[src/hw/rtl/assert_macros.svh]
// assertion macros shared by the rtl
`ifndef ASSERT_MACROS_SVH
`define ASSERT_MACROS_SVH

// property that must hold on every clock edge out of reset
`define ASSERT_ALWAYS(label, clk, rst_n, prop) \
  label: assert property (@(posedge clk) disable iff (!rst_n) (prop)) \
    else $error("assertion failed");

// implication checked out of reset
`define ASSERT_IMPLIES(label, clk, rst_n, ante, cons) \
  label: assert property (@(posedge clk) disable iff (!rst_n) (ante) |-> (cons)) \
    else $error("assertion failed");

`endif

[src/hw/rtl/sha_pkg.sv]
// package with types, constants and round functions of the sha-256 hasher
package sha_pkg;

  localparam logic [1:0] ModeAbsorb = 2'd0;
  localparam logic [1:0] ModeAbsorbFinish = 2'd1;
  localparam logic [1:0] ModeFinish = 2'd2;
  localparam logic [1:0] ModeReserved = 2'd3;

  localparam int unsigned QueueDepth = 4;
  localparam int unsigned QueuePtrW = 2;

  // command passed from the front to the back
  typedef struct packed {
    logic       has_byte;
    logic       finish;
    logic [7:0] data;
  } cmd_t;

  localparam logic [31:0] InitHash [8] = '{
    32'h6a09e667, 32'hbb67ae85, 32'h3c6ef372, 32'ha54ff53a,
    32'h510e527f, 32'h9b05688c, 32'h1f83d9ab, 32'h5be0cd19
  };

  localparam logic [31:0] RoundK [64] = '{
    32'h428a2f98,32'h71374491,32'hb5c0fbcf,32'he9b5dba5,32'h3956c25b,32'h59f111f1,
    32'h923f82a4,32'hab1c5ed5,32'hd807aa98,32'h12835b01,32'h243185be,32'h550c7dc3,
    32'h72be5d74,32'h80deb1fe,32'h9bdc06a7,32'hc19bf174,32'he49b69c1,32'hefbe4786,
    32'h0fc19dc6,32'h240ca1cc,32'h2de92c6f,32'h4a7484aa,32'h5cb0a9dc,32'h76f988da,
    32'h983e5152,32'ha831c66d,32'hb00327c8,32'hbf597fc7,32'hc6e00bf3,32'hd5a79147,
    32'h06ca6351,32'h14292967,32'h27b70a85,32'h2e1b2138,32'h4d2c6dfc,32'h53380d13,
    32'h650a7354,32'h766a0abb,32'h81c2c92e,32'h92722c85,32'ha2bfe8a1,32'ha81a664b,
    32'hc24b8b70,32'hc76c51a3,32'hd192e819,32'hd6990624,32'hf40e3585,32'h106aa070,
    32'h19a4c116,32'h1e376c08,32'h2748774c,32'h34b0bcb5,32'h391c0cb3,32'h4ed8aa4a,
    32'h5b9cca4f,32'h682e6ff3,32'h748f82ee,32'h78a5636f,32'h84c87814,32'h8cc70208,
    32'h90befffa,32'ha4506ceb,32'hbef9a3f7,32'hc67178f2
  };

  function automatic logic [31:0] rotr(input logic [31:0] x, input int unsigned n);
    rotr = (x >> n) | (x << (32 - n));
  endfunction

  function automatic logic [31:0] sig0(input logic [31:0] x);
    sig0 = rotr(x, 7) ^ rotr(x, 18) ^ (x >> 3);
  endfunction

  function automatic logic [31:0] sig1(input logic [31:0] x);
    sig1 = rotr(x, 17) ^ rotr(x, 19) ^ (x >> 10);
  endfunction

endpackage

[src/hw/rtl/sha_front.sv]
// front end: accepts words, classifies them and queues commands
module sha_front import sha_pkg::*; (
  input  logic       clk_i,
  input  logic       rst_ni,
  input  logic       in_valid_i,
  output logic       in_ready_o,
  input  logic [1:0] in_mode_i,
  input  logic [7:0] in_byte_i,
  output logic       cmd_valid_o,
  input  logic       cmd_ready_i,
  output cmd_t       cmd_o
);

  cmd_t                 fifo_q [QueueDepth];
  logic [QueuePtrW-1:0] wr_ptr_q, wr_ptr_d, rd_ptr_q, rd_ptr_d;
  logic [QueuePtrW:0]   count_q, count_d;
  logic                 push, pop;
  cmd_t                 cls;

  // mode 3 acts as a finish without a byte
  always_comb begin
    cls.data     = in_byte_i;
    cls.has_byte = (in_mode_i == ModeAbsorb) || (in_mode_i == ModeAbsorbFinish);
    cls.finish   = (in_mode_i != ModeAbsorb);
  end

  assign in_ready_o  = (count_q != QueuePtrW'(0) + (QueuePtrW+1)'(QueueDepth));
  assign push        = in_valid_i && in_ready_o;
  assign cmd_valid_o = (count_q != '0);
  assign pop         = cmd_valid_o && cmd_ready_i;
  assign cmd_o       = fifo_q[rd_ptr_q];

  always_comb begin
    wr_ptr_d = push ? wr_ptr_q + 1'b1 : wr_ptr_q;
    rd_ptr_d = pop ? rd_ptr_q + 1'b1 : rd_ptr_q;
    count_d  = count_q + {{QueuePtrW{1'b0}}, push} - {{QueuePtrW{1'b0}}, pop};
  end

  always_ff @(posedge clk_i) begin
    if (push) begin
      fifo_q[wr_ptr_q] <= cls;
    end
  end

  always_ff @(posedge clk_i or negedge rst_ni) begin
    if (!rst_ni) begin
      wr_ptr_q <= '0;
      rd_ptr_q <= '0;
      count_q  <= '0;
    end else begin
      wr_ptr_q <= wr_ptr_d;
      rd_ptr_q <= rd_ptr_d;
      count_q  <= count_d;
    end
  end

endmodule

[src/hw/rtl/sha_back.sv]
// back end: block buffer, padding sequencer, round engine and digest output
module sha_back import sha_pkg::*; (
  input  logic        clk_i,
  input  logic        rst_ni,
  input  logic        cmd_valid_i,
  output logic        cmd_ready_o,
  input  cmd_t        cmd_i,
  output logic        out_valid_o,
  input  logic        out_ready_i,
  output logic [31:0] out_word_o,
  output logic [2:0]  out_index_o,
  output logic        out_last_o
);

  localparam logic [2:0] StIdle  = 3'd0;
  localparam logic [2:0] StPad   = 3'd1;
  localparam logic [2:0] StRound = 3'd2;
  localparam logic [2:0] StAdd   = 3'd3;
  localparam logic [2:0] StOut   = 3'd4;

  logic [2:0]  state_q, state_d;
  logic [5:0]  fill_q, fill_d;
  logic [63:0] len_q, len_d;
  logic [31:0] h_q [8];
  logic [31:0] v_q [8];
  logic [31:0] w_q [16];   // block buffer as big-endian words, then schedule window
  logic [5:0]  rnd_q;
  logic        fin_q;     // block being compressed belongs to a finish
  logic        mark_q;    // 0x80 byte already written
  logic        pad_len_q; // padding block carries the length
  logic [2:0]  oidx_q;
  logic        ovalid_q;
  logic [31:0] oword_q;

  logic [31:0] wt, t1, t2, wnew, e, a;
  logic        wr_en;
  logic [7:0]  wr_data;

  assign cmd_ready_o = (state_q == StIdle);
  assign e  = v_q[4];
  assign a  = v_q[0];
  assign wt = w_q[0];
  assign t1 = v_q[7] + (rotr(e, 6) ^ rotr(e, 11) ^ rotr(e, 25)) + ((e & v_q[5]) ^ (~e & v_q[6]))
            + RoundK[rnd_q] + wt;
  assign t2 = (rotr(a, 2) ^ rotr(a, 13) ^ rotr(a, 22))
            + ((a & v_q[1]) ^ (a & v_q[2]) ^ (v_q[1] & v_q[2]));
  assign wnew = sig1(w_q[14]) + w_q[9] + sig0(w_q[1]) + w_q[0];

  // next state, and the byte written at position fill_q: message byte or padding byte
  always_comb begin
    wr_en   = 1'b0;
    wr_data = cmd_i.data;
    state_d = state_q;
    fill_d  = fill_q;
    len_d   = len_q;
    case (state_q)
      StIdle: begin
        if (cmd_valid_i) begin
          if (cmd_i.has_byte) begin
            wr_en  = 1'b1;
            len_d  = len_q + 64'd8;
            fill_d = fill_q + 6'd1;
            if (fill_q == 6'd63) begin
              state_d = StRound;
            end else if (cmd_i.finish) begin
              state_d = StPad;
            end
          end else begin
            state_d = StPad;
          end
        end
      end
      StPad: begin
        wr_en  = 1'b1;
        fill_d = fill_q + 6'd1;
        if (!mark_q) begin
          wr_data = 8'h80;
        end else if (pad_len_q && fill_q >= 6'd56) begin
          wr_data = len_q[{~fill_q[2:0], 3'b000} +: 8];
        end else begin
          wr_data = 8'h00;
        end
        if (fill_q == 6'd63) begin
          state_d = StRound;
        end
      end
      StRound: begin
        if (rnd_q == 6'd63) begin
          state_d = StAdd;
        end
      end
      StAdd: begin
        if (!fin_q) begin
          state_d = StIdle;
        end else if (!pad_len_q) begin
          state_d = StPad;
        end else begin
          state_d = StOut;
        end
      end
      StOut: begin
        if (out_ready_i || !ovalid_q) begin
          if (ovalid_q && oidx_q == 3'd7) begin
            state_d = StIdle;
            len_d   = '0;
          end
        end
      end
      default: state_d = StIdle;
    endcase
  end

  // block buffer writes and round engine datapath
  always_ff @(posedge clk_i) begin
    if (wr_en) begin
      w_q[fill_q[5:2]][{~fill_q[1:0], 3'b000} +: 8] <= wr_data;
    end else if (state_q == StRound) begin
      for (int i = 0; i < 15; i++) begin
        w_q[i] <= w_q[i+1];
      end
      w_q[15] <= wnew;
    end
    if (state_q != StRound && state_d == StRound) begin
      for (int i = 0; i < 8; i++) begin
        v_q[i] <= h_q[i];
      end
    end else if (state_q == StRound) begin
      v_q[7] <= v_q[6];
      v_q[6] <= v_q[5];
      v_q[5] <= v_q[4];
      v_q[4] <= v_q[3] + t1;
      v_q[3] <= v_q[2];
      v_q[2] <= v_q[1];
      v_q[1] <= v_q[0];
      v_q[0] <= t1 + t2;
    end
  end

  always_ff @(posedge clk_i or negedge rst_ni) begin
    if (!rst_ni) begin
      state_q   <= StIdle;
      fill_q    <= '0;
      len_q     <= '0;
      rnd_q     <= '0;
      fin_q     <= 1'b0;
      mark_q    <= 1'b0;
      pad_len_q <= 1'b0;
      oidx_q    <= '0;
      ovalid_q  <= 1'b0;
      oword_q   <= '0;
      for (int i = 0; i < 8; i++) begin
        h_q[i] <= InitHash[i];
      end
    end else begin
      state_q <= state_d;
      fill_q  <= fill_d;
      len_q   <= len_d;
      rnd_q   <= (state_q == StRound) ? rnd_q + 6'd1 : 6'd0;
      if (state_q == StIdle && cmd_valid_i) begin
        fin_q     <= cmd_i.finish;
        mark_q    <= 1'b0;
        pad_len_q <= 1'b0;
      end
      if (state_q == StPad && !mark_q) begin
        // the length fits behind the 0x80 byte only below position 56
        mark_q    <= 1'b1;
        pad_len_q <= (fill_q < 6'd56);
      end
      if (state_q == StAdd) begin
        for (int i = 0; i < 8; i++) begin
          h_q[i] <= h_q[i] + v_q[i];
        end
        // long tail: the next block holds zeros and the length
        if (fin_q && mark_q) begin
          pad_len_q <= 1'b1;
        end
      end
      if (state_q == StOut) begin
        if (out_ready_i || !ovalid_q) begin
          if (ovalid_q && oidx_q == 3'd7) begin
            ovalid_q <= 1'b0;
            oidx_q   <= '0;
            fin_q    <= 1'b0;
            for (int i = 0; i < 8; i++) begin
              h_q[i] <= InitHash[i];
            end
          end else begin
            ovalid_q <= 1'b1;
            oword_q  <= h_q[ovalid_q ? oidx_q + 3'd1 : oidx_q];
            oidx_q   <= ovalid_q ? oidx_q + 3'd1 : oidx_q;
          end
        end
      end
    end
  end

  assign out_valid_o = ovalid_q;
  assign out_word_o  = oword_q;
  assign out_index_o = oidx_q;
  assign out_last_o  = (oidx_q == 3'd7);

endmodule

[src/hw/rtl/sha256_byte_stream_hasher.sv]
// top level of the byte-stream sha-256 hasher
// usage:
// - slave side s_axis_*: one message byte per word; tuser holds mode
//   (0 absorb, 1 absorb then finish, 2 or 3 finish without byte)
// - master side m_axis_*: after a finish, eight digest words, word 0 first;
//   tuser holds the word index, tlast marks the eighth word
// - a four-entry command queue sits between the front and the back, so
//   bytes are taken while the back compresses or a digest waits
// each full block runs the round loop and then the add step in the
//   single round unit, which takes no byte while it compresses
// a finish: padding sweep to the end of each padded block, one or two
//   compressions, then eight digest words from a single output register
// reset clears the queue, fill count and length, and loads the initial hash
// a stalled receiver holds the current digest word; the back waits and the
//   queue fills, after which s_axis_tready drops
`include "assert_macros.svh"
module sha256_byte_stream_hasher import sha_pkg::*; (
  input  logic        clk_i,
  input  logic        rst_ni,
  input  logic        s_axis_tvalid,
  output logic        s_axis_tready,
  input  logic [7:0]  s_axis_tdata,   // data_byte[7:0]
  input  logic [1:0]  s_axis_tuser,   // mode[1:0]
  output logic        m_axis_tvalid,
  input  logic        m_axis_tready,
  output logic [31:0] m_axis_tdata,   // digest_word[31:0]
  output logic [2:0]  m_axis_tuser,   // word_index[2:0]
  output logic        m_axis_tlast
);

  logic cmd_valid, cmd_ready;
  cmd_t cmd;

  sha_front u_front (
    .clk_i       (clk_i),
    .rst_ni      (rst_ni),
    .in_valid_i  (s_axis_tvalid),
    .in_ready_o  (s_axis_tready),
    .in_mode_i   (s_axis_tuser),
    .in_byte_i   (s_axis_tdata),
    .cmd_valid_o (cmd_valid),
    .cmd_ready_i (cmd_ready),
    .cmd_o       (cmd)
  );

  sha_back u_back (
    .clk_i       (clk_i),
    .rst_ni      (rst_ni),
    .cmd_valid_i (cmd_valid),
    .cmd_ready_o (cmd_ready),
    .cmd_i       (cmd),
    .out_valid_o (m_axis_tvalid),
    .out_ready_i (m_axis_tready),
    .out_word_o  (m_axis_tdata),
    .out_index_o (m_axis_tuser),
    .out_last_o  (m_axis_tlast)
  );

  // the back never takes a command while a digest is streaming out
  `ASSERT_IMPLIES(a_no_cmd_during_out, clk_i, rst_ni, m_axis_tvalid, !cmd_ready)
  // after the last word is taken the output goes idle
  `ASSERT_IMPLIES(a_last_wraps, clk_i, rst_ni,
                  m_axis_tvalid && m_axis_tready && m_axis_tlast,
                  ##1 !m_axis_tvalid)

endmodule
[config.mk]
export PLATFORM = sky130hd
export DESIGN_NAME = sha256_byte_stream_hasher
export DESIGN_NICKNAME = d
export VERILOG_FILES = /design/src/hw/rtl/sha_pkg.sv /design/src/hw/rtl/sha_front.sv /design/src/hw/rtl/sha_back.sv /design/src/hw/rtl/sha256_byte_stream_hasher.sv
export VERILOG_INCLUDE_DIRS = /design/src /design/src/hw/rtl
export SDC_FILE = /design/constraint.sdc
export NUM_CORES = 2
export LEC_CHECK = 0
export ABC_AREA = 1
export BUFFER_PORTS_ARGS = -buffer_cell sky130_fd_sc_hd__buf_2
export CORE_ASPECT_RATIO = 1.25
export CORE_MARGIN = 2
export CORE_UTILIZATION = 30
export CTS_BUF_LIST = sky130_fd_sc_hd__clkbuf_16
export CTS_CLUSTER_SIZE = 14
export DETAILED_ROUTE_END_ITERATION = 12
export SETUP_SLACK_MARGIN = 0.15
export SLEW_MARGIN = 25
export SYNTH_ARGS = -nofsm -noshare
export SYNTH_HDL_FRONTEND = slang
export SYNTH_SLANG_ARGS = --single-unit
[constraint.sdc]
create_clock -name clk_i -period 45.6 [get_ports clk_i]
set_clock_uncertainty 0.1 [all_clocks]
set_input_delay 4.56 -clock clk_i [delete_from_list [all_inputs] [get_ports clk_i]]
set_output_delay 4.56 -clock clk_i [all_outputs]
set_load 0.01 [all_outputs]
# Word-level counts from Yosys, hierarchy flattened

Memory sizes are Yosys's and may differ from the RTL's.
Index checks and enable logic that the tools add are counted.
Widths: inputs -> output; s select.

Register bits after elaboration: 381
Bits in writable memories: 808
ROM bits: 2,048
Input port bits: 14
Output and inout port bits: 38
Logic and storage cells: 207
Memories: 4

Memories:

| name             | words | width | read ports | clocked after Yosys merged registers in | write ports | line            | source |
|---|---|---|---|---|---|---|---|
| (name not given) | 64    | 32    | 1          | 0                                       | 0           | sha_back.sv:44  | `+ RoundK[rnd_q] + wt;` |
| u_back.w_q       | 16    | 32    | 16         | 0                                       | 16          | sha_back.sv:26  | `logic [31:0] w_q [16];` |
| u_back.v_q       | 8     | 32    | 8          | 0                                       | 8           | sha_back.sv:25  | `logic [31:0] v_q [8];` |
| u_front.fifo_q   | 4     | 10    | 1          | 0                                       | 1           | sha_front.sv:14 | `cmd_t fifo_q [QueueDepth];` |

$add $sub $neg: 27
Magnitude comparators: 4
Equal/unequal tests: 15
Shift operators: 3
Mux-type cells: 70
Bitwise gates (word level): 40
Reductions and logical operators: 23

Operators by type and width:

| kind                   | number |
|---|---|
| $mux 256               | 4 |
| $add 32x32->32         | 18 |
| $mux 32                | 15 |
| $xor 32x32->32         | 9 |
| $mux 64                | 4 |
| $and 32x32->32         | 5 |
| $pmux 64 s2            | 1 |
| $bmux 32 s3            | 1 |
| $add 64x4->64 const B  | 1 |
| $shiftx 64x7->8        | 1 |
| $mux 3                 | 12 |
| $not 32->32            | 1 |
| $or 10x32->32          | 1 |
| $or 13x32->32          | 1 |
| $or 14x32->32          | 1 |
| $or 15x32->32          | 1 |
| $or 19x32->32          | 1 |
| $or 21x32->32          | 1 |
| $or 25x32->32          | 1 |
| $or 26x32->32          | 1 |
| $or 30x32->32          | 1 |
| $or 7x32->32           | 1 |
| $reduce_or 32->1       | 1 |
| $shift 8x7->32 const A | 1 |
| other kinds (44)       | 98 |

# Longest topological paths before layout

An unclocked memory read counts as a cell.

Depth in word-level cells: 11
Gate-level depth with buffers: 42
Mapped depth without buffers: 41

# Modules after synthesis

From an unflattened synthesis, not the netlist that was laid out.

Cells, all modules: 10,679
Area total of the unflattened synthesis: 83,872.9 um^2

By module, submodules not included:

| module    | times used | cells each | area an instance (um^2) |
|---|---|---|---|
| sha_back  | 1          | 10,492     | 81,844.7 |
| sha_front | 1          | 187        | 2,028.2 |

# Least setup slack after synthesis

No wires, ideal clock.

Path kind: reg-to-reg
From: register u_front.rd_ptr_q[0]
To: memory u_back.v_q[0][0], enable pin
Arrival: 18.990 ns
Required time: 44.273 ns
Path slack: 25.283 ns
Cell stages (with the launch flop): 11
Buffers on the path: 1
Clock period less this slack: 20.317 ns
Cells stage by stage: dfrtp_1 inv_1 buf_2 nand2_1 nand3_1 nand2_1 nor2_1 nand2_1 inv_1 nor2_2 o21ai_0

RTL lines:

| what                   | line            | source |
|---|---|---|
| from (decl)            | sha_front.sv:15 | `logic [QueuePtrW-1:0] wr_ptr_q, wr_ptr_d, rd_ptr_q, rd_ptr_d;` |
| from (signal assigned) | sha_front.sv:52 | `rd_ptr_q <= rd_ptr_d;` |
| to (decl)              | sha_back.sv:25  |  |

==> insert_results.sql <==
INSERT INTO impl_metrics (metric_group, metric, value, unit) VALUES
('run_status', 'status', 'completed', ''),
('floorplanning', 'chipWidth', '479', 'um'),
('route', 'drt_drc_violations_left', '0', ''),
('route', 'wl_per_instance', '25.3', 'um'),
('place', 'detailedPlace.worstSlack', '36180', 'ps'),
('grt', 'track_usage', '0.251', ''),
('clock_network', 'cts_resized', '0', ''),
('floorplanning', 'core_region_area', '281000', 'um^2'),
('hold_path', 'holdPathEnd', 'u_back.w_q[10][28]$_DFFE_PP_', ''),
('pwr', 'power.static_leakage', '43.1', 'nW'),
('route', 'antenna_violating_nets_post_route', '0', ''),
('worst_setup_path', 'timing.critical_path.slowest_cell_delay', '780', 'ps'),
('route', 'first_iter_violations', '8189', ''),
('hold_path', 'worst_hold_path_type', 'reg2reg', ''),
('worst_setup_path', 'path_class', 'reg2reg', ''),
('layout', 'mostFrequentLayoutCells', 'sky130_fd_sc_hd__nand2_1 (3011), sky130_fd_sc_hd__inv_1 (1239), sky130_fd_sc_hd__o21ai_0 (995), sky130_fd_sc_hd__nor2_1 (940), sky130_fd_sc_hd__a21oi_1 (822)', ''),
('layout', 'layout.cells.most_common', 'sky130_fd_sc_hd__nand2_1', ''),
('route', 'detail_route.vias_per_cell', '5.37', ''),
('worst_setup_path', 'ff2ff_path_depth', '34', ''),
('layout', 'syn2layout_area_growth', '10.4', '%'),
('sta', 'final_critical_path_setup_slack', '35920', 'ps'),
('worst_setup_path', 'cp_max_fo', '12', ''),
('worst_setup_path', 'cpMaxStageDelayCell', 'sky130_fd_sc_hd__o21ai_0', ''),
('sta', 'grt_setup_unrepaired', 'no', ''),
('floorplanning', 'die_h', '598', 'um'),
('worst_setup_path', 'setup.worst_path.start_class', 'flop', ''),
('layout', 'layout-drive-gt1-share', '0.0534', ''),
('place', 'dp_hpwl', '284000', 'um'),
('hold_path', 'hold_depth', '2', ''),
('pwr', 'power.ir.vdd_worst', '0.0000496', 'V'),
('sta', 'number_of_setup_violations_in_the_final_report', '0', ''),
('yosys', 'syn-instance-count', '10900', ''),
('layout', 'instances_no_fill', '14700', ''),
('grt', 'grt_first_pass_wirelength', '529000', 'um'),
('run', 'drv_cap', '0', ''),
('floorplanning', 'io_pins', '52', ''),
('sta', 'tightest_slew', '1180', 'ps'),
('route', 'dr_total_vias', '78700', ''),
('floorplanning', 'rows', '218', ''),
('sta', 'maxClockFrequency', '103', 'MHz'),
('yosys', 'synth_area_leaders', 'sky130_fd_sc_hd__edfxtp_1 (29%), sky130_fd_sc_hd__nand2_1 (13%), sky130_fd_sc_hd__dfrtp_1 (7.2%), sky130_fd_sc_hd__o21ai_0 (6.1%), sky130_fd_sc_hd__ha_1 (6.0%)', ''),
('sta', 'finalSetupTns', '0', 'ps'),
('sta', 'fin_crit_sh', '0.212', ''),
('worst_setup_path', 'combined_buffer_and_inverter_count_along_the_critical_path', '6', ''),
('yosys', 'synth_top_area_frac', '0.287', ''),
('worst_setup_path', 'crit_family', 'adder cells', ''),
('clock_network', 'htreeDepth', '4', ''),
('clock_network', 'cts_num_sinks', '1186', ''),
('sta', 'report.final.hold_viol_count', '0', ''),
('clock_network', 'number_of_clock_buffers_inserted_by_tritoncts', '148', ''),
('yosys', 'dominant_register_cell_in_the_synthesized_netlist', 'sky130_fd_sc_hd__edfxtp_1', ''),
('worst_setup_path', 'worst_ep_arrival_time', '10140', 'ps'),
('worst_setup_path', 'timing.critical_path.from', 'u_back.rnd_q[1]$_DFF_PN0_', ''),
('yosys', 'synth_top_area_cell', 'sky130_fd_sc_hd__edfxtp_1', ''),
('clock_network', 'clock_latency', '890', 'ps'),
('sta', 'slew_headroom', '0.203', ''),
('yosys', 'synthesis.area', '84600', 'um^2'),
('yosys', 'ys_seq_elements', '1186', ''),
('worst_setup_path', 'worstPathRequired', '46060', 'ps'),
('worst_setup_path', 'rr_startpoint', 'u_back.rnd_q[1]$_DFF_PN0_', ''),
('floorplanning', 'floorplan.die_area', '286000', 'um^2'),
('hold_path', 'min_from', 'u_back.w_q[11][28]$_DFFE_PP_', ''),
('yosys', 'synth.avg_cell_area', '7.76', 'um^2'),
('route', 'route.final.wire_length', '370000', 'um'),
('clock_network', 'clk_pin_slew', '60', 'ps'),
('sta', 'finalMaxSlewViolations', '0', ''),
('grt', 'pin_count_of_the_biggest_net_entering_global_routing', '211', ''),
('grt', 'antenna_found_initial', '11', ''),
('grt', 'grt_pass1_vias', '76100', ''),
('pwr', 'p_total', '7.05', 'mW'),
('clock_network', 'ctsLongestPathBuffers', '4', '');
-- worst max path at each step --
stage	endpoint	cells past startpoint
floorplan	u_back.v_q[0][0]$_DFFE_PP_	10
global placement	u_back.v_q[0][27]$_DFFE_PP_	32
detailed placement	u_back.v_q[0][27]$_DFFE_PP_	33
CTS	u_back.v_q[0][27]$_DFFE_PP_	33
global route	u_back.v_q[0][27]$_DFFE_PP_	32
finish	u_back.v_q[0][27]$_DFFE_PP_	34
-- cell families after synthesis --
family | after synthesis | synth area share
xor gates and xnor gates | 374 | 0.0387
AOI/OAI and AO/OA | 2296 | 0.148
DFF | 1186 | 0.401
and+or+nand+nor | 4784 | 0.229
buffers and inverters | 1640 | 0.0747
adders and majority gates | 619 | 0.108
-- stage by stage --
step	hold WS [ps]	area [um^2]	util
3_5_place_dp	377	88800	0.316
2_1_floorplan	355	84600	-
4_1_cts	367	93400	0.332
6_report	369	93400	0.332
3_3_place_gp	375	88800	0.316
5_1_grt	379	93400	0.332
-- worst register-to-register path, delay by kind of cell, from the launching register on --
kind | cells | cell delay [ps]
buffers and inverters | 6 | 830
adder cells (fa/ha/maj) | 7 | 3280
AND/OR/NAND/NOR | 15 | 2340
AO/OA/AOI/OAI | 5 | 1660
XOR/XNOR | 1 | 600
flip-flops | 1 | 570
-- report_power, final --
| part | switching [mW] | leakage, nW | internal (mW) |
|---|---|---|---|
| combinational | 2.99 | 28.7 | 1.25 |
| sequential | 0.252 | 12.0 | 1.40 |
| clock | 0.508 | 2.37 | 0.653 |
-- area by class of cell --
type	instances	area, um^2
Multi-Input combinational cell	8073	44500
Tap cell	3740	4680
Sequential cell	1186	33900
Fill cell	30000	188000
Clock inverter	112	815
Inverter	1218	4600
Antenna cell	5	12.5
Timing Repair Buffer	168	1210
Clock buffer	151	3780
-- per-layer routing --
layer	GRT usage	share of wire	up-vias
met5	0	0.000070	-
met4	0.191	0.091	4
met3	0.0376	0.071	1133
met2	0.412	0.46	3569
met1	0.296	0.38	37900
li1	-	-	36100
-- state kept, by name, indices dropped and copies added, names as in the netlist, 2 cells and up --
name                flops
u_back.rnd_q            6
u_back.v_q            256
u_back.state_q          3
u_back.out_index_o      3
u_front.wr_ptr_q        2
u_back.len_q           61
u_back.out_word_o      32
u_front.count_q         3
u_back.h_q            256
u_front.fifo_q         40
u_back.fill_q           6
u_back.w_q            512
u_front.rd_ptr_q        2
-- Yosys cell counts (all sizes together), types with 111 or more instances --
cell    instances
a21oi         825
clkbuf        348
dfrtp         242
dfstp         136
edfxtp        808
fa            196
ha            404
inv          1214
nand2        3027
nand3         485
nand4         133
nor2          950
nor3          111
o21ai        1033
xnor2         151
xor2          223
No activity file was read; power rests on OpenSTA's default activity.
